`src/sv/efco_pkg.sv`:
```
package efco_pkg;

  // field widths
  localparam int AngW  = 24;
  localparam int PosW  = 32;
  localparam int VecW  = 16;
  localparam int CurW  = 16;
  localparam int CfgW  = 16;

  // cordic limits
  localparam int CordicStepsDef = 16;
  localparam int CordicStepsMax = 24;
  localparam int CordicW        = 34;
  localparam int ZW             = 28;

  // fixed constants
  localparam logic signed [VecW-1:0] OneQ14   = 16'sd16384;
  localparam logic signed [VecW-1:0] MinusOne = -16'sd16384;
  localparam int FullTurn    = 92160;
  localparam int HalfTurn    = 46080;
  localparam int QuarterTurn = 23040;
  localparam logic signed [CordicW-1:0] CordicGain = 34'sd652032874;

  // command codes
  localparam logic CmdMouse = 1'b0;
  localparam logic CmdKeys  = 1'b1;

  // register indexes
  localparam logic RegSens  = 1'b0;
  localparam logic RegSpeed = 1'b1;

  // start and done between sequencer and cordic unit
  typedef struct packed {
    logic                   start;
    logic signed [AngW-1:0] angle;
  } trig_req_t;

  typedef struct packed {
    logic                   done;
    logic signed [VecW-1:0] sin_v;
    logic signed [VecW-1:0] cos_v;
  } trig_rsp_t;

  // arctangent in Q.16 degrees
  function automatic logic signed [ZW-1:0] atan_lut(input logic [4:0] i);
    case (i)
      5'd0:  atan_lut = 28'sd2949120;
      5'd1:  atan_lut = 28'sd1740967;
      5'd2:  atan_lut = 28'sd919879;
      5'd3:  atan_lut = 28'sd466945;
      5'd4:  atan_lut = 28'sd234379;
      5'd5:  atan_lut = 28'sd117304;
      5'd6:  atan_lut = 28'sd58666;
      5'd7:  atan_lut = 28'sd29335;
      5'd8:  atan_lut = 28'sd14668;
      5'd9:  atan_lut = 28'sd7334;
      5'd10: atan_lut = 28'sd3667;
      5'd11: atan_lut = 28'sd1833;
      5'd12: atan_lut = 28'sd917;
      5'd13: atan_lut = 28'sd458;
      5'd14: atan_lut = 28'sd229;
      5'd15: atan_lut = 28'sd115;
      5'd16: atan_lut = 28'sd57;
      5'd17: atan_lut = 28'sd29;
      5'd18: atan_lut = 28'sd14;
      5'd19: atan_lut = 28'sd7;
      5'd20: atan_lut = 28'sd4;
      5'd21: atan_lut = 28'sd2;
      5'd22: atan_lut = 28'sd1;
      default: atan_lut = 28'sd0;
    endcase
  endfunction

  // clamp a wide value to plus or minus one in Q1.14
  function automatic logic signed [VecW-1:0] clamp14(input logic signed [47:0] v);
    if (v > 48'sd16384)       clamp14 = OneQ14;
    else if (v < -48'sd16384) clamp14 = MinusOne;
    else                      clamp14 = v[VecW-1:0];
  endfunction

endpackage

```
`src/sv/efco_cordic.sv`:
```
module efco_cordic
  import efco_pkg::*;
#(
  parameter int CORDIC_STEPS = CordicStepsDef
) (
  input  logic      clk_i,
  input  logic      rst_ni,
  input  trig_req_t req_i,
  output trig_rsp_t rsp_o
);

  localparam int NSteps = (CORDIC_STEPS > CordicStepsMax) ? CordicStepsMax : CORDIC_STEPS;

  logic                      busy_q, busy_d;
  logic [4:0]                step_q, step_d;
  logic                      neg_q, neg_d;
  logic signed [CordicW-1:0] x_q, x_d, y_q, y_d;
  logic signed [ZW-1:0]      z_q, z_d;
  logic                      done_q, done_d;

  logic signed [AngW:0] r_mod, r_pos, t_fold;
  logic                 neg_fold;
  logic signed [CordicW-1:0] xs, ys;
  logic signed [CordicW-1:0] xr, yr;

  // angle reduction; a 24 bit angle is under 92 turns either way, done by compare
  // against a multiple found from the top bits, then one correction
  logic signed [AngW+8:0] quot_m;
  logic signed [AngW+8:0] rem_w;
  always_comb begin
    // reciprocal estimate of angle / 92160, floor, corrected below
    quot_m = 33'((34'(signed'(req_i.angle)) * 34'sd45) >>> 22);
    rem_w  = 33'(signed'(req_i.angle)) - quot_m * 33'sd92160;
    if (rem_w < 0)               rem_w = rem_w + 33'sd92160;
    if (rem_w >= 33'sd92160)     rem_w = rem_w - 33'sd92160;
    r_pos = rem_w[AngW:0];
    r_mod = r_pos;
    if (r_mod <= 25'sd23040) begin
      t_fold   = r_mod;
      neg_fold = 1'b0;
    end else if (r_mod <= 25'sd69120) begin
      t_fold   = r_mod - 25'sd46080;
      neg_fold = 1'b1;
    end else begin
      t_fold   = r_mod - 25'sd92160;
      neg_fold = 1'b0;
    end
  end

  // one rotation per cycle
  assign xs = x_q >>> step_q;
  assign ys = y_q >>> step_q;

  always_comb begin
    busy_d = busy_q;
    step_d = step_q;
    neg_d  = neg_q;
    x_d    = x_q;
    y_d    = y_q;
    z_d    = z_q;
    done_d = 1'b0;
    if (req_i.start) begin
      busy_d = 1'b1;
      step_d = '0;
      neg_d  = neg_fold;
      x_d    = CordicGain;
      y_d    = '0;
      z_d    = ZW'(t_fold) <<< 8;
    end else if (busy_q) begin
      if (z_q >= 0) begin
        x_d = x_q - ys;
        y_d = y_q + xs;
        z_d = z_q - atan_lut(step_q);
      end else begin
        x_d = x_q + ys;
        y_d = y_q - xs;
        z_d = z_q + atan_lut(step_q);
      end
      step_d = step_q + 5'd1;
      if (step_q == 5'(NSteps - 1)) begin
        busy_d = 1'b0;
        done_d = 1'b1;
      end
    end
  end

  always_ff @(posedge clk_i or negedge rst_ni) begin
    if (!rst_ni) begin
      busy_q <= 1'b0;
      done_q <= 1'b0;
      step_q <= '0;
    end else begin
      busy_q <= busy_d;
      done_q <= done_d;
      step_q <= step_d;
    end
  end

  always_ff @(posedge clk_i) begin
    neg_q <= neg_d;
    x_q   <= x_d;
    y_q   <= y_d;
    z_q   <= z_d;
  end

  // round to Q1.14
  logic signed [VecW-1:0] cx, cy;
  always_comb begin
    xr = (x_q + 34'sd32768) >>> 16;
    yr = (y_q + 34'sd32768) >>> 16;
    cx = clamp14(48'(xr));
    cy = clamp14(48'(yr));
  end

  assign rsp_o.done  = done_q;
  assign rsp_o.cos_v = neg_q ? -cx : cx;
  assign rsp_o.sin_v = neg_q ? -cy : cy;

  ap_start_idle: assert property (@(posedge clk_i) disable iff (!rst_ni)
    req_i.start |-> !busy_q) else $error("cordic restarted while busy");
  ap_done_once: assert property (@(posedge clk_i) disable iff (!rst_ni)
    done_q |=> !done_q) else $error("cordic done held");
  ap_step_range: assert property (@(posedge clk_i) disable iff (!rst_ni)
    busy_q |-> step_q < 5'(NSteps)) else $error("cordic step out of range");

endmodule

```
`config.mk`:
```
export PLATFORM = sky130hd
export DESIGN_NAME = efco_cordic
export DESIGN_NICKNAME = d
export VERILOG_FILES = /design/src/sv/efco_pkg.sv /design/src/sv/efco_cordic.sv
export SDC_FILE = /design/constraint.sdc
export NUM_CORES = 1
export LEC_CHECK = 0
export ABC_AREA = 1
export BUFFER_PORTS_ARGS = -buffer_cell sky130_fd_sc_hd__buf_2
export CAP_MARGIN = 30
export CORE_MARGIN = 2
export CORE_UTILIZATION = 65
export DETAILED_ROUTE_END_ITERATION = 10
export GPL_TIMING_DRIVEN = 0
export PLACE_DENSITY_LB_ADDON = 0.08
export SETUP_SLACK_MARGIN = 0.15
export SLEW_MARGIN = 40
export SYNTH_ARGS = -nofsm -noshare
export SYNTH_HDL_FRONTEND = slang
export SYNTH_SLANG_ARGS = --single-unit
export TNS_END_PERCENT = 20
```
`constraint.sdc`:
```
create_clock -name clk_i -period 12.8 [get_ports clk_i]
set_input_delay 2.56 -clock clk_i [delete_from_list [all_inputs] [get_ports clk_i]]
set_output_delay 2.56 -clock clk_i [all_outputs]
set_load 0.01 [all_outputs]
```
==> results of run 1 <==
==> through the flow <==
stage | util [%] | setup WS, ns
4_1_cts | 73.4 | 0.195
3_3_place_gp | 70.0 | -1.19
3_5_place_dp | 70.1 | -1.64
2_1_floorplan | - | 0.153
==> metal layers <==
metal  global-route usage, %  GRT overflow
met2                    91.6            25
met4                    67.9            14
met3                    53.7             0
met5                    26.4             0
met1                    73.4             2
==> timing repair <==
action	CTS
buffers inserted	53
setup endpoints to repair	11
gates resized for setup	75
hold buffers	0
pin swaps	69
==> cell families after synthesis <==
group / Yosys count / share of synthesized area [%]
compound gates: 706 / 18.6
xor+xnor: 238 / 9.95
fa+ha+maj: 302 / 19.7
buf+inv: 647 / 11.8
flops: 104 / 10.9
mux: 61 / 2.85
simple gates: 1321 / 26.3
==> reports/qor.csv, run 1 <==
metric;value;unit
Yosys reg bits;104;
Netlist cell types;67;
Mean Syn Cell Area;6.34;um^2
top-count cell post-synth;nand2_1;
placed cell count;3880;
GRT Overall Usage;72.2;%
top post-synthesis cells by count;nand2_1 (752), inv_1 (523), o21ai_0 (278);
Mapped Area;21400;um^2
Seq/Total Area, Yosys;10.9;%
Synth area leader;ha_1;
initial antenna violation count;8;
H-tree Lvls;3;
IO Count;60;
pin count of the biggest net entering global routing;30;
DP HPWL;61.2;mm
number of flops mapped to enable cells by yosys;21;
clock buffer depth;2;
Die Y;186;um
Post-Synthesis Cells;3379;
Post-Syn Nets;3708;
die width;186;um
area share of the largest cell type after synthesis;14.2;%
DP Area;22700;um^2
TritonCTS Buffers;9;
status;did not finish;
async set-reset flop share out of synthesis;6.73;%
Tool Error;[ERROR GRT-0232] Routing congestion too high. Check the congestion heatmap in the GUI.;
RD Place Congestion;1.05;
Exit stage;global routing;
worst endpoint type;register input;
Ys Warns;0;
top cells by area, synth;ha_1 (14%), nand2_1 (13%), inv_1 (9.2%);
Port Buf Inserts;59;
Initial Util;66.0;%
CTS sink count;104;
grt total ovfl;41;
Post-synth top flop;dfxtp_1;
row count;66;
post-GRT worst EP;z_q[21]$_DFFE_PP_/D;
Root Buffer;clkbuf_16;
==> run 2, diff against run 1 <==
--- a/config.mk
+++ b/config.mk
@@ -9,11 +9,10 @@
 export BUFFER_PORTS_ARGS = -buffer_cell sky130_fd_sc_hd__buf_2
 export CAP_MARGIN = 30
 export CORE_MARGIN = 2
-export CORE_UTILIZATION = 65
+export CORE_UTILIZATION = 40
 export DETAILED_ROUTE_END_ITERATION = 10
 export GPL_TIMING_DRIVEN = 0
-export PLACE_DENSITY_LB_ADDON = 0.08
-export SETUP_SLACK_MARGIN = 0.15
+export PLACE_DENSITY_LB_ADDON = 0.15
 export SLEW_MARGIN = 40
 export SYNTH_ARGS = -nofsm -noshare
 export SYNTH_HDL_FRONTEND = slang
==> run 2 against run 1 <==
- the flow now finishes without violations
- synthesized cell count is the same
- area after synthesis is the same
==> reports/qor.csv, run 2 <==
metric;value;unit;change
startpoint types;input pin;;
die width;235;um;was 186 um
worst setup path startpoint;req_i[17];;
Mean Syn Cell Area;6.34;um^2;unchanged
Slew Limit Fails;0;;
top-count cell post-synth;nand2_1;;unchanged
drt drc;0;;
Initial Util;40.6;%;was 66.0%
CP max-delay cell;fa_1;;
TritonCTS Buffers;9;;unchanged
commonest non-fill, non-tap cell in the layout;nand2_1;;
Max-Cap Viols;0;;
worst hold path class;flip-flop to flip-flop;;
Netlist cell types;67;;unchanged
Die Y;235;um;was 186 um
Post-Syn Nets;3708;;unchanged
IO Count;60;;unchanged
Rel. slew slack;38.3;%;
async set-reset flop share out of synthesis;6.73;%;unchanged
status;finished clean;;was did not finish
Arr. time, crit path;12.74;ns;
GRT Overall Usage;26.6;%;
core area;52800;um^2;
Clock Latency Late Sink;0.40;ns;
CTS tree;built;;
cts hold-fix bufs;0;;unchanged
Layout Skew;0.0170;ns;
top cells by area, synth;ha_1 (14%), nand2_1 (13%), inv_1 (9.2%);;unchanged
Finished Cell Area;25100;um^2;
Post-synth top flop;dfxtp_1;;unchanged
crit end category;flip-flop;;
Worst R2R Start;step_q[4];;
Final #Nets;3863;;
final WL;76.3;mm;
RD Place Congestion;1.05;;about the same
die area;55400;um^2;
Mapped Area;21400;um^2;unchanged
biggest regs;x_q: 34 flops, y_q: 34 flops, z_q: 28 flops;;
Core Util, Final;47.6;%;
grt total ovfl;0;;
Inserted Diodes;0;;
initial antenna violation count;0;;
DP HPWL;60.8;mm;was 61.2 mm
number of flops mapped to enable cells by yosys;21;;unchanged
Ys Warns;0;;unchanged
DR WL/cell;18.0;um;
drt via density;5.36;;
leading cell types in the layout, fill and taps excluded;nand2_1 (698), inv_1 (497), o21ai_0 (270), nor2_1 (257), a21oi_1 (208);;
vias;22600;;
CP max stage delay;0.53;ns;
Fmax;79.4;MHz;
endpoints failing setup;0;;
CTS sink count;104;;unchanged
DP Area;22900;um^2;was 22,700 um^2
Final Critical Period;12.59;ns;
pin count of the biggest net entering global routing;30;;
Data required, critical path;12.95;ns;
hold_sp;z_q[7];;
Area Growth Syn to Fin;17.3;%;
Synth area leader;ha_1;;unchanged
vias in the first global route;21400;;
first-pass GRT wire length;118;mm;
clock buffer depth;2;;unchanged
Hold Fails Final Rpt;0;;
H-tree Lvls;3;;unchanged
area share of the largest cell type after synthesis;14.2;%;unchanged
Setup Crit Path Kind;input pin to flip-flop;;
unrepaired setup endpoints after global routing;yes;;
CP Max Fanout;6;;
Fillers;5550;;
post-route ant nets;0;;
Root Buffer;clkbuf_16;;unchanged
Post-Synthesis Cells;3379;;unchanged
1st-iter DRT viols;1709;;
Yosys reg bits;104;;unchanged
Slew @ Worst Pin;0.926;ns;
Port Buf Inserts;59;;unchanged
Reg clk slew, reported paths;0.08;ns;
share of cells above drive strength 1;14.4;%;
top post-synthesis cells by count;nand2_1 (752), inv_1 (523), o21ai_0 (278);;unchanged
row count;84;;was 66
final period utilization;98.3;%;
1st-pass router iterations;5;;
Seq/Total Area, Yosys;10.9;%;unchanged
## run 2: timing repair
item                                   CTS  global route
endpoints found under the hold margin    0             0
cloned                                   0             0
buffers inserted                        48            37
pin swaps                               42           139
setup endpoints to repair               11            11
resized for setup                       53           227
## run 2: through the flow
step                TNS [ns]  hold WS, ns  setup WS (ns)  cells
floorplan                  0        0.435        0.00455   3379
global placement      -17.41        0.457          -1.74   4126
detailed placement    -17.21        0.461          -1.72   4126
CTS                        0        0.478       0.000368   4190
global route           -3.37        0.512         -0.357   4227
finish                     0        0.473          0.212   4227
## run 2: routing by layer
metal / track usage (%) / vias up / part of all wire, %
met3: 2.49 / 98 / 5.4
met2: 43.7 / 601 / 45
li1: - / 11400 / -
met1: 36.9 / 10600 / 47
met4: 8.09 / 0 / 3.1
met5: 0 / - / 0
## run 2: final timing paths
check | end | slack, ns | depth (start not counted)
max in group asynchronous | done_q | 10.62 | 1
setup / recovery | z_q[19] | 0.21 | 74
setup reg to reg | z_q[25] | 4.58 | 40
hold / removal | z_q[7] | 0.47 | 2
hold reg to reg | z_q[7] | 0.47 | 2
min in group asynchronous | step_q[3] | 2.00 | 1
## run 2: cells by family (layout without fill, tap and decap cells)
| logic type | count (synthesis) | count (layout) | synth area share, % |
|---|---|---|---|
| adder cells (fa/ha/maj) | 302 | 302 | 19.7 |
| AO/OA/AOI/OAI | 706 | 706 | 18.6 |
| AND/OR/NAND/NOR | 1321 | 1321 | 26.3 |
| multiplexers | 61 | 61 | 2.85 |
| buffers and inverters | 647 | 807 | 11.8 |
| XOR/XNOR | 238 | 238 | 9.95 |
| flip-flops | 104 | 104 | 10.9 |
## run 2: critical path: cells and delay by family
family          cells  cell delay, ns
simple gates       36            3.00
compound gates      9            1.35
xor+xnor            2            0.36
fa+ha+maj          13            4.23
buf+inv            14            1.22
## run 2: cell type report
class	count	area (um^2)	area share, %
plain buffers	106	505	2.01
flip-flops and latches	104	2330	9.26
repair buffers	144	1090	4.33
clock inverters	4	51.3	0.204
clock buffers	12	238	0.946
well taps	688	861	3.43
inverters	541	2060	8.19
multi-input cells	2628	18000	71.6
Power of run 2 is left out: the tool's default activity adds up to more than one toggle a clock period on the data nets, which glitch-free logic cannot reach.
==> run 3, diff against run 2 <==
--- a/config.mk
+++ b/config.mk
@@ -6,7 +6,7 @@
 export NUM_CORES = 1
 export LEC_CHECK = 0
 export ABC_AREA = 1
-export BUFFER_PORTS_ARGS = -buffer_cell sky130_fd_sc_hd__buf_2
+export BUFFER_PORTS_ARGS = -buffer_cell sky130_fd_sc_hd__buf_4
 export CAP_MARGIN = 30
 export CORE_MARGIN = 2
 export CORE_UTILIZATION = 40
==> run 3 against run 2 <==
- critical path depth is 1 higher
- first-iteration DRC count is 1.6% lower
- clock skew down 0.0034 ns
- cell area grew 0.36%
- clock-buffer cell count unchanged
- fmax grew 0.83%
- sequential cell count did not move
- sequential share of layout area barely moved
- die area stayed put
- non-clock buffer count is 6 higher
- hold slack got worse by 0.0012 ns
- global-route usage decreased by 0.40 points
==> reports/qor.csv, run 3 (same netlist as run 2, synthesis figures left out) <==
metric;value;unit;change
status;finished clean;;unchanged
CP Max Fanout;10;;was 6
RD Place Congestion;1.04;;was 1.05
vias in the first global route;21000;;was 21,400
met2 GRT Util;42.4;%;was 43.7%
Data required, critical path;12.96;ns;was 12.95 ns
M3 GR Usage;2.61;%;was 2.49%
CP max-delay cell;fa_1;;unchanged
Rel. slew slack;36.0;%;was 38.3%
CTS tree;built;;unchanged
GRT Overall Usage;26.2;%;was 26.6%
crit end category;flip-flop;;unchanged
Final Critical Period;12.48;ns;was 12.59 ns
Slew @ Worst Pin;0.961;ns;was 0.926 ns
biggest regs;x_q: 34 flops, y_q: 34 flops, z_q: 28 flops;;unchanged
DR WL/cell;17.7;um;was 18.0 um
final WL;74.8;mm;was 76.3 mm
share of cells above drive strength 1;14.4;%;about the same
leading cell types in the layout, fill and taps excluded;nand2_1 (709), inv_1 (493), o21ai_0 (271), nor2_1 (258), a21oi_1 (207);;was nand2_1 (698), inv_1 (497), o21ai_0 (270), nor2_1 (257), a21oi_1 (208)
cts hold-fix bufs;0;;unchanged
pin count of the biggest net entering global routing;30;;unchanged
Inserted Diodes;0;;unchanged
CTS sink count;104;;unchanged
Core Util, Final;47.8;%;was 47.6%
1st-pass router iterations;6;;was 5
Initial Util;40.6;%;unchanged
drt drc;0;;unchanged
core area;52800;um^2;unchanged
Port Buf Inserts;59;;unchanged
DP HPWL;60.3;mm;was 60.8 mm
Final #Nets;3869;;was 3,863
row count;84;;unchanged
GR Util met1;36.2;%;was 36.9%
Arr. time, crit path;12.64;ns;was 12.74 ns
Clock Latency Late Sink;0.40;ns;about the same
worst hold path class;flip-flop to flip-flop;;unchanged
H-tree Lvls;3;;unchanged
CP max stage delay;0.53;ns;about the same
Die Y;235;um;unchanged
die area;55400;um^2;unchanged
grt total ovfl;0;;unchanged
clock buffer depth;2;;unchanged
Slew Limit Fails;0;;unchanged
startpoint types;input pin;;unchanged
grt peak-use layer;met2;;unchanged
Hold Fails Final Rpt;0;;unchanged
vias;22500;;was 22,600
Setup Crit Path Kind;input pin to flip-flop;;unchanged
Area Growth Syn to Fin;17.8;%;was 17.3%
commonest non-fill, non-tap cell in the layout;nand2_1;;unchanged
Reg clk slew, reported paths;0.08;ns;about the same
1st-iter DRT viols;1681;;was 1,709
Root Buffer;clkbuf_16;;unchanged
TritonCTS Buffers;9;;unchanged
endpoints failing setup;0;;unchanged
drt via density;5.32;;was 5.36
initial antenna violation count;0;;unchanged
Fmax;80.1;MHz;was 79.4 MHz
first-pass GRT wire length;115;mm;was 118 mm
Layout Skew;0.0136;ns;was 0.0170 ns
IO Count;60;;unchanged
final period utilization;97.5;%;was 98.3%
die width;235;um;unchanged
post-route ant nets;0;;unchanged
unrepaired setup endpoints after global routing;yes;;unchanged
Max-Cap Viols;0;;unchanged
[run 3: per-layer routing]
layer,routed length (um),part of all wire [%]
met1,34600,46
met2,33500,45
met3,4250,5.7
met4,2430,3.2
met5,0,0
[run 3: worst max-delay path: cells and delay by family]
kind            cells  cell delay (ns)
compound gates     13             1.69
xor+xnor            2             0.34
fa+ha+maj          12             3.94
buf+inv            10             0.69
simple gates       38             3.41
[run 3: area by class of cell]
cell class / count / area [um^2]
plain buffers: 106 / 504
well taps: 688 / 861
clock inverters: 4 / 51.3
clock buffers: 12 / 248
fillers: 5530 / 27500
inverters: 541 / 2060
multi-input cells: 2628 / 17900
repair buffers: 150 / 1240
flip-flops and latches: 104 / 2330
[run 3: what timing repair did]
action                     CTS  global route
resized for setup           42           185
setup buffers               44            47
setup endpoints to repair   11            11
hold endpoints to repair     0             0
pin swaps                   33           100
[run 3: through the flow]
step	hold WS (ns)	TNS [ns]	instance area, um^2	setup slack, ns	instances
floorplan	0.435	0	21700	0.00455	3379
global placement	0.457	-15.99	23000	-1.60	4126
detailed placement	0.461	-16.07	23000	-1.60	4126
CTS	0.477	0	23900	0.00185	4186
global route	0.492	-2.70	25200	-0.288	4233
finish	0.472	0	25200	0.315	4233
[run 3: final timing paths]
check,start,depth (start not counted),to,slack [ns]
max,req_i[4],75,z_q[18],0.32
min reg2reg,z_q[3],2,z_q[3],0.47
min in group asynchronous,rst_ni,1,step_q[3],1.96
min,z_q[3],2,z_q[3],0.47
max in group asynchronous,rst_ni,1,done_q,10.70
max reg2reg,step_q[4],34,z_q[26],4.92
Power of run 3 is left out for the same reason.
